[src/hdl/pixel_bits_to_uart_symbols_assert.svh]
// ----------------------------------------------------------------------------
// Assertion macros for pixel_bits_to_uart_symbols
// Concurrent assertion shorthands clocked on clk, with and without reset gating.
// ----------------------------------------------------------------------------
`ifndef PIXEL_BITS_TO_UART_SYMBOLS_ASSERT_SVH
`define PIXEL_BITS_TO_UART_SYMBOLS_ASSERT_SVH

// checked only while out of reset
`define PBU_ASSERT(lbl, prop, msg) \
    lbl: assert property (@(posedge clk) disable iff (!rst_n) prop) else $error(msg);

// checked at every edge, reset included
`define PBU_ASSERT_ALWAYS(lbl, prop, msg) \
    lbl: assert property (@(posedge clk) prop) else $error(msg);

`endif

[src/hdl/pbu_pkg.sv]
// ----------------------------------------------------------------------------
// pbu_pkg
// Types and constants shared by the pixel-bit to UART-symbol encoder.
// ----------------------------------------------------------------------------
`default_nettype none

package pbu_pkg;

    typedef enum logic [1:0] {
        MODE_PASS     = 2'd0,
        MODE_BIT      = 2'd1,
        MODE_PAIR     = 2'd2,
        MODE_PAIR_ALT = 2'd3
    } mode_t;

    localparam int CFG_IDX_W = 3;

    localparam logic [CFG_IDX_W-1:0] REG_MODE  = 3'd0;
    localparam logic [CFG_IDX_W-1:0] REG_WIDTH = 3'd1;
    localparam logic [CFG_IDX_W-1:0] REG_SYM0  = 3'd2;
    localparam logic [CFG_IDX_W-1:0] REG_SYM1  = 3'd3;
    localparam logic [CFG_IDX_W-1:0] REG_SYM2  = 3'd4;
    localparam logic [CFG_IDX_W-1:0] REG_SYM3  = 3'd5;

    localparam logic [5:0] WIDTH_RESET = 6'd8;

    typedef struct packed {
        mode_t           mode;
        logic [5:0]      value_width;
        logic [3:0][7:0] symbols;
    } cfg_t;

    typedef struct packed {
        logic       valid;
        logic [7:0] uart_byte;
        logic       last;
    } sym_t;

endpackage

`default_nettype wire

[src/hdl/pixel_bits_to_uart_symbols.sv]
// The first byte of a value passes the serializer's input register and then
// the output stage's result register. Throughput: one output byte per cycle
// while out_stall is low; a value yields N symbols (up to MAX_VALUE_WIDTH),
// set by the symbol counter; the next value is taken as the last one goes.
// Values that produce no symbols are taken and dropped. Reset (rst_n low,
// async): outputs invalid, mode MODE_BIT, width 8, symbol bytes zero.
// ----------------------------------------------------------------------------
// pixel_bits_to_uart_symbols
// Encodes intensity values as runs of UART symbol bytes, last byte flagged.
// ----------------------------------------------------------------------------
`default_nettype none

module pixel_bits_to_uart_symbols
    import pbu_pkg::*;
#(
    parameter int MAX_VALUE_WIDTH = 32
)
(
    input  wire logic                 clk,
    input  wire logic                 rst_n,
    input  wire logic                 cfg_write,
    input  wire logic [CFG_IDX_W-1:0] cfg_index,
    input  wire logic [7:0]           cfg_data,
    input  wire logic                 in_valid,
    output logic                      in_stall,
    input  wire logic [31:0]          intensity,
    output logic                      out_valid,
    input  wire logic                 out_stall,
    output logic [7:0]                uart_byte,
    output logic                      last_of_value
);

    cfg_t cfg;
    sym_t sym;
    logic sym_ready;

    pbu_cfg_regs u_cfg (
        .clk       (clk),
        .rst_n     (rst_n),
        .cfg_write (cfg_write),
        .cfg_index (cfg_index),
        .cfg_data  (cfg_data),
        .cfg       (cfg)
    );

    pbu_serializer #(
        .MAX_VALUE_WIDTH (MAX_VALUE_WIDTH)
    ) u_ser (
        .clk       (clk),
        .rst_n     (rst_n),
        .cfg       (cfg),
        .in_valid  (in_valid),
        .in_stall  (in_stall),
        .intensity (intensity),
        .sym_ready (sym_ready),
        .sym       (sym)
    );

    pbu_out_stage u_out (
        .clk           (clk),
        .rst_n         (rst_n),
        .sym           (sym),
        .sym_ready     (sym_ready),
        .out_valid     (out_valid),
        .out_stall     (out_stall),
        .uart_byte     (uart_byte),
        .last_of_value (last_of_value)
    );

endmodule

`default_nettype wire

[src/hdl/pbu_cfg_regs.sv]
// ----------------------------------------------------------------------------
// pbu_cfg_regs
// Configuration register file: mode, value width and the four symbol bytes.
// ----------------------------------------------------------------------------
`default_nettype none

module pbu_cfg_regs
    import pbu_pkg::*;
(
    input  wire logic                 clk,
    input  wire logic                 rst_n,
    input  wire logic                 cfg_write,
    input  wire logic [CFG_IDX_W-1:0] cfg_index,
    input  wire logic [7:0]           cfg_data,
    output cfg_t                      cfg
);

    mode_t           mode_reg;
    logic [5:0]      width_reg;
    logic [3:0][7:0] sym_reg;

    always_ff @(posedge clk or negedge rst_n)
    begin
        if (!rst_n)
        begin
            mode_reg  <= MODE_BIT;
            width_reg <= WIDTH_RESET;
            sym_reg   <= '0;
        end
        else if (cfg_write)
        begin
            unique case (cfg_index)
                REG_MODE:  mode_reg   <= mode_t'(cfg_data[1:0]);
                REG_WIDTH: width_reg  <= cfg_data[5:0];
                REG_SYM0:  sym_reg[0] <= cfg_data;
                REG_SYM1:  sym_reg[1] <= cfg_data;
                REG_SYM2:  sym_reg[2] <= cfg_data;
                REG_SYM3:  sym_reg[3] <= cfg_data;
                default:   ;
            endcase
        end
    end

    assign cfg.mode        = mode_reg;
    assign cfg.value_width = width_reg;
    assign cfg.symbols     = sym_reg;

endmodule

`default_nettype wire

[src/hdl/pbu_serializer.sv]
// ----------------------------------------------------------------------------
// pbu_serializer
// Input register for one intensity value plus a down counter of symbols left;
// looks up the symbol of the bit or pair under the counter; pass: low byte.
// ----------------------------------------------------------------------------
`default_nettype none

`include "pixel_bits_to_uart_symbols_assert.svh"

module pbu_serializer
    import pbu_pkg::*;
#(
    parameter int MAX_VALUE_WIDTH = 32
)
(
    input  wire logic        clk,
    input  wire logic        rst_n,
    input  wire cfg_t        cfg,
    input  wire logic        in_valid,
    output logic             in_stall,
    input  wire logic [31:0] intensity,
    input  wire logic        sym_ready,
    output sym_t             sym
);

    localparam int CNT_W = $clog2(MAX_VALUE_WIDTH + 1);
    localparam int IDX_W = $clog2(MAX_VALUE_WIDTH);
    localparam logic [5:0] MAX_W = 6'(MAX_VALUE_WIDTH);

    logic                       busy_reg, busy_next;
    logic [CNT_W-1:0]           cnt_reg, cnt_next;
    logic [MAX_VALUE_WIDTH-1:0] data_reg, data_next;

    logic [5:0]       eff_w;
    logic [CNT_W-1:0] load_cnt;
    logic [CNT_W-1:0] cnt_m1;
    logic [IDX_W-1:0] bit_pos, pair_hi, pair_lo;
    logic [1:0]       sel;
    logic             accept, advance;

    assign eff_w = (cfg.value_width > MAX_W) ? MAX_W : cfg.value_width;

    always_comb
    begin
        unique case (cfg.mode) inside
            MODE_PASS:               load_cnt = CNT_W'(1);
            MODE_BIT:                load_cnt = CNT_W'(eff_w);
            MODE_PAIR, MODE_PAIR_ALT: load_cnt = CNT_W'(eff_w >> 1);
            default:                 load_cnt = '0;
        endcase
    end

    assign cnt_m1  = cnt_reg - CNT_W'(1);
    assign bit_pos = cnt_m1[IDX_W-1:0];
    assign pair_hi = IDX_W'({cnt_m1, 1'b1});
    assign pair_lo = IDX_W'({cnt_m1, 1'b0});

    always_comb
    begin
        unique case (cfg.mode) inside
            MODE_BIT:                sel = {1'b0, data_reg[bit_pos]};
            MODE_PAIR, MODE_PAIR_ALT: sel = {data_reg[pair_hi], data_reg[pair_lo]};
            default:                 sel = 2'd0;
        endcase
    end

    assign sym.valid     = busy_reg;
    assign sym.uart_byte = (cfg.mode == MODE_PASS) ? data_reg[7:0] : cfg.symbols[sel];
    assign sym.last      = (cnt_reg == CNT_W'(1));

    assign advance  = busy_reg && sym_ready;
    assign in_stall = busy_reg && !(advance && sym.last);
    assign accept   = in_valid && !in_stall;

    always_comb
    begin
        busy_next = busy_reg;
        cnt_next  = cnt_reg;
        data_next = data_reg;
        if (accept)
        begin
            data_next = intensity[MAX_VALUE_WIDTH-1:0];
            cnt_next  = load_cnt;
            busy_next = (load_cnt != '0);
        end
        else if (advance)
        begin
            cnt_next  = cnt_m1;
            busy_next = !sym.last;
        end
    end

    always_ff @(posedge clk or negedge rst_n)
    begin
        if (!rst_n)
        begin
            busy_reg <= 1'b0;
            cnt_reg  <= '0;
        end
        else
        begin
            busy_reg <= busy_next;
            cnt_reg  <= cnt_next;
        end
    end

    always_ff @(posedge clk)
    begin
        data_reg <= data_next;
    end

    `PBU_ASSERT(a_busy_has_count, busy_reg |-> (cnt_reg != '0), "busy with zero count")
    `PBU_ASSERT(a_count_in_range, cnt_reg <= CNT_W'(MAX_VALUE_WIDTH), "count above max width")
    `PBU_ASSERT(a_idle_after_last, (advance && sym.last && !in_valid) |=> !busy_reg,
        "still busy after last symbol")
    `PBU_ASSERT_ALWAYS(a_idle_takes_input, !busy_reg |-> !in_stall, "stalled while idle")

endmodule

`default_nettype wire

[src/hdl/pbu_out_stage.sv]
// ----------------------------------------------------------------------------
// pbu_out_stage
// Result register on the output channel; frees the serializer while empty or
// while its held transfer completes.
// ----------------------------------------------------------------------------
`default_nettype none

module pbu_out_stage
    import pbu_pkg::*;
(
    input  wire logic  clk,
    input  wire logic  rst_n,
    input  wire sym_t  sym,
    output logic       sym_ready,
    output logic       out_valid,
    input  wire logic  out_stall,
    output logic [7:0] uart_byte,
    output logic       last_of_value
);

    logic       valid_reg, valid_next;
    logic [7:0] byte_reg, byte_next;
    logic       last_reg, last_next;

    assign sym_ready = !valid_reg || !out_stall;

    always_comb
    begin
        valid_next = valid_reg;
        byte_next  = byte_reg;
        last_next  = last_reg;
        if (sym_ready)
        begin
            valid_next = sym.valid;
            byte_next  = sym.uart_byte;
            last_next  = sym.last;
        end
    end

    always_ff @(posedge clk or negedge rst_n)
    begin
        if (!rst_n)
        begin
            valid_reg <= 1'b0;
        end
        else
        begin
            valid_reg <= valid_next;
        end
    end

    always_ff @(posedge clk)
    begin
        byte_reg <= byte_next;
        last_reg <= last_next;
    end

    assign out_valid     = valid_reg;
    assign uart_byte     = byte_reg;
    assign last_of_value = last_reg;

endmodule

`default_nettype wire
[config.mk]
export PLATFORM = sky130hd
export DESIGN_NAME = pixel_bits_to_uart_symbols
export DESIGN_NICKNAME = d
export VERILOG_FILES = /design/src/hdl/pbu_pkg.sv /design/src/hdl/pixel_bits_to_uart_symbols.sv /design/src/hdl/pbu_cfg_regs.sv /design/src/hdl/pbu_serializer.sv /design/src/hdl/pbu_out_stage.sv
export VERILOG_INCLUDE_DIRS = /design/src /design/src/hdl
export SDC_FILE = /design/constraint.sdc
export NUM_CORES = 1
export LEC_CHECK = 0
export ABC_CLOCK_PERIOD_IN_PS = 6460
export BUFFER_PORTS_ARGS = -buffer_cell sky130_fd_sc_hd__buf_2
export CAP_MARGIN = 20
export CORE_UTILIZATION = 40
export DETAILED_ROUTE_END_ITERATION = 8
export SLEW_MARGIN = 40
export SYNTH_ARGS = -nofsm -noshare
export SYNTH_HDL_FRONTEND = slang
export SYNTH_HIERARCHICAL = 1
export SYNTH_SLANG_ARGS = --single-unit
export TNS_END_PERCENT = 20
[constraint.sdc]
create_clock -name clk -period 6.46 [get_ports clk]
set_input_delay 0.323 -clock clk [delete_from_list [all_inputs] [get_ports clk]]
set_output_delay 0.323 -clock clk [all_outputs]
set_load 0.02 [all_outputs]
Word-level counts from Yosys, hierarchy flattened

Cells that the tools add are included.
Widths: inputs -> output; s select.

Flip-flop bits (word level): 89
Input bits: 48

$add $sub $neg: 1
Magnitude comparators: 5
Equal/unequal tests: 9
Multiplexer cells: 16
Reductions and logical operators: 21

Operators by type and width:

| operator            | number |
|---|---|
| $lt 5x6->1 const B  | 3 |
| $mux 6              | 3 |
| $pmux 6 s3          | 1 |
| $bmux 8 s2          | 1 |
| $mux 8              | 2 |
| $reduce_and 2->1    | 6 |
| $bmux 1 s4          | 2 |
| $eq 3x2->1 const B  | 2 |
| $eq 3x3->1 const B  | 2 |
| $eq 6x1->1 const B  | 1 |
| $gt 6x6->1 const B  | 1 |
| $reduce_bool 6->1   | 1 |
| $sub 6x1->6 const B | 1 |
| $bmux 1 s5          | 1 |
| $logic_not 1->1     | 5 |
| $mux 1              | 5 |
| $eq 2x2->1 const B  | 2 |
| $logic_and 1x1->1   | 4 |
| $pmux 2 s2          | 1 |
| $eq 3x1->1 const B  | 1 |
| $logic_not 3->1     | 1 |
| $lt 2x3->1 const B  | 1 |
| $eq 2x1->1 const B  | 1 |
| $logic_not 2->1     | 1 |
| 3 further kinds     | 3 |

Depth between registers and ports, before layout

Depth in word-level cells: 9
Depth in mapped cells: 14

By module

The synthesis kept the hierarchy.

By module, submodules not included:

| module         | instances | cells an instance | area each (um2) | seq. area each (um2) |
|---|---|---|---|---|
| pbu_serializer | 1         | 208               | 2,647.5         | 1,136.1 |
| pbu_cfg_regs   | 1         | 89                | 1,557.7         | 1,003.5 |
| pbu_out_stage  | 1         | 12                | 306.5           | 295.3 |

Worst setup path after synthesis

No wires, ideal clock.

Path kind: reg2reg
Start point: reg u_ser.cnt_reg[3]
End point: reg u_ser.cnt_reg[4]
Setup time: 0.079 ns
Arrival time: 3.056 ns
Slack: 3.325 ns
Stages on the path, launching flop included: 9
Buffers on the path: 2
Cells stage by stage: dfrtp_1 buf_6 nor3_1 and3b_1 a21boi_0 nor2b_1 clkbuf_1 o21ai_0 a21oi_1

RTL lines:

| item                     | RTL line              | source |
|---|---|---|
| start: declaration       | pbu_serializer.sv:31  | `logic [CNT_W-1:0] cnt_reg, cnt_next;` |
| start signal: assignment | pbu_serializer.sv:103 | `cnt_reg <= cnt_next;` |

==> run_results.csv <==
group,metric,value,unit
synth,avgSynthCellArea,14.6,um2
sta,whs,-0.00778,ns
power,netSwitchingPower,0.729,mW
drt,wl_per_cell,17.1,um
global_route,grtUsageMet3,0.0440,
placed_design,dpl_cell_area,4810,um2
worst_setup_path,r2r_start,"u_ser/cnt_reg[0]",
placed_design,gp_congestion,0.762,
clock_network,numClockSinks,89,
global_route,grt_max_degree,49,
worst_setup_path,r2r_slack,2.68,ns
placed_design,port_buffers,58,
worst_setup_path,critPathLaunchType,"flop",
sta,setup_viol,0,
sta,max_freq,264,MHz
global_route,grt_use_met1,0.238,
sta,final_hold_viol_count,7,
clock_network,cts_buffers,9,
floorplan,core_area,10900,um2
drt,num_vias,2703,
final_layout,multi_input_area,1850,um2
worst_setup_path,rr_endpoint,"u_out/uart_byte[6]",
drt,drt_iter0_drc,130,
outcome,status,"finished, violations left",
synth,ys.flop_type,"dfrtp_1",
power,clkPwrFrac,0.237,
power,seqPwrFrac,0.380,
global_route,antenna_found_initial,0,
synth,yosys_warnings,6,
floorplan,start_util,0.413,
placed_design,place_hpwl,6230,um
drt,totalWireLength,8640,um
job,cap_viol_max_count,0,
final_layout,seqCellArea,2440,um2
worst_setup_path,crit_arrival,3.94,ns
power,p_int,1.42,mW
floorplan,placementRows,38,
synth,async_flop_share,0.539,
drt,drc,0,
sta,tightest_slew,0.678,ns
floorplan,ioPinCount,59,
synth,yosysSeqAreaShare,0.540,
power,comb_power_share,0.383,
power,swShare,0.340,
clock_network,clock_path_buffers,2,
power,p_total,2.14,mW
global_route,grt_use_met2,0.239,
final_layout,drive_above_1_share,0.388,
clock_network,cts.repair.resized,0,
sta,period_share,0.585,
global_route,grt_pass1_wl,14100,um
final_layout,layout_commonest_cell,"buf_2",
worst_setup_path,end_kind,"flop",
synth,synth-edff-count,41,
worst_setup_path,slowest_stage,"ha_1",
final_layout,nNetsFinal,411,
global_route,grt-ovfl-total,0,
sta,fin_worst_skew,0.00421,ns
drt,antenna_left,0,
clock_network,cts_tree,"done",
synth,synthesis.nets,359,
worst_setup_path,criticalPathCategory,"flop to flop",
clock_network,h-tree-depth,3,
global_route,busiest_layer,"met2",
clock_network,cts-hold-fix-buffers,0,
final_layout,antenna_cells,0,
floorplan,dieArea,11700,um2
floorplan,dieHeight,108,um
worst_setup_path,worstPathCellList,"inv_1 > ha_1 > mux4_1 > a211oi_1 > a21oi_1 > o2111ai_1 > nand3_4 > o21a_1 > a221oi_2",
power,power.leakage,2.05,nW
power,p_per_area,420,nW/um2
clock_network,cts_setup_buffers,0,
synth,synth_cells,309,
outcome,violations,"hold timing",
clock_network,cts-root-buf,"clkbuf_16",
drt,viasPerCell,5.34,
final_layout,fillers,998,
clock_network,clk_pin_slew,0.06,ns
sta,relSlewSlack,0.548,
sta,drv_slew,0,
clock_network,insertion_delay,0.34,ns
worst_setup_path,slowest_delay,0.76,ns
power,vdd.ir_drop.worst,0.180,mV
synth,syn_area,4510,um2
final_layout,final_area,5100,um2
min_path,hold_class,"input pin to asynchronous set/reset pin",
worst_setup_path,critPathMaxFanout,24,
floorplan,fp.dieW,108,um
sta,fin_tns_setup,0,ns
final_layout,area_growth,13.0,%
worst_setup_path,reg2reg_depth,9,
synth,ys_types,51,
global_route,grtUsageTotal,0.165,
synth,synth_seq_cells,89,
worst_setup_path,critPathRequiredTime,6.61,ns
sta,rsz0062_at_grt,"no",
final_layout,final_cell_mix,"57 x buf_2, 45 x dfrtp_1, 41 x mux2_2, 41 x edfxtp_1, 22 x nor2_1",
drt,firstDrtPassIters,4,
global_route,grt_pass1_vias,2679,
final_layout,post-route-util,0.466,
sta,min_period,3.78,ns
## layout make-up
cell class                 instances  area share
tap                              140      0.0343
clock inverter                     5      0.0108
sequential                        89       0.478
timing repair buffer              59      0.0604
clock buffer                      11      0.0456
multi-input combinational        191       0.363
inverter                          11     0.00810
## cell usage after synthesis (2+ instances only)
cell type	instances	area, um2
dfrtp_1	46	1150
edfxtp_1	41	1230
mux2_2	41	462
nor2_1	22	82.6
nand2_1	19	71.3
a21oi_1	14	70.1
mux2i_1	13	130
mux4_1	12	315
buf_6	11	124
inv_1	11	41.3
a221oi_2	8	120
o21a_1	8	60.1
o21ai_0	7	35.0
mux4_2	5	113
a211oi_1	3	22.5
nor3_1	3	15.0
a21o_1	2	15.0
and4bb_1	2	25.0
clkbuf_1	2	7.51
clkbuf_8	2	27.5
dfstp_2	2	52.6
ha_1	2	25.0
nand2b_1	2	12.5
nand4b_2	2	30.0
o2111ai_1	2	17.5
o31ai_1	2	15.0
## kinds of logic (layout without fill, tap and decap cells)
family                   Yosys count  in the layout  synth area share
multiplexers                      71             71             0.226
AND/OR/NAND/NOR                   64             64            0.0815
buffers and inverters             29             86            0.0516
flip-flops                        89             89             0.540
XOR/XNOR                           2              2           0.00555
adder cells (fa/ha/maj)            2              2           0.00555
AO/OA/AOI/OAI                     52             52            0.0901
## worst max-delay path by stage
stage	start	to	slack [ns]	depth (start not counted)
global placement	u_ser/cnt_reg[0]	u_out/uart_byte[2]	2.48	9
finish	u_ser/cnt_reg[0]	u_out/uart_byte[6]	2.68	9
CTS	u_ser/cnt_reg[0]	u_out/uart_byte[6]	2.34	9
detailed placement	u_ser/cnt_reg[0]	u_out/uart_byte[6]	2.35	9
floorplan	u_ser/cnt_reg[3]	u_ser/cnt_reg[4]	3.33	8
global route	u_ser/cnt_reg[0]	u_out/uart_byte[0]	2.42	9
## critical path, delay by kind of cell (launching register included)
kind	cells	cell delay [ns]
simple gates	1	0.35
buf+inv	1	0.14
mux	1	0.64
compound gates	5	1.02
fa+ha+maj	1	0.76
flops	1	0.68
## stage by stage
step | instances | setup WS (ns)
global route | 506 | 2.42
global placement | 489 | 2.48
detailed placement | 490 | 2.35
finish | 506 | 2.68
floorplan | 309 | 3.33
CTS | 506 | 2.34
## layer usage
metal | vias up | wire (um)
li1 | 1283 | -
met1 | 1349 | 4230
met2 | 63 | 3890
met3 | 8 | 403
met4 | 0 | 115
met5 | - | 0
## power by group through the flow
| stage | registers [mW] | clock network (mW) | logic (mW) |
|---|---|---|---|
| after detailed placement | 0.826 | 0 | 0.826 |
| final | 0.815 | 0.508 | 0.821 |
| after CTS | 0.816 | 0.522 | 0.827 |
| after global routing | 0.834 | 0.540 | 0.903 |
| after floorplan | 0.809 | 0 | 0.755 |
| after global placement | 0.823 | 0 | 0.811 |
Power figures use the tool's default switching activity.
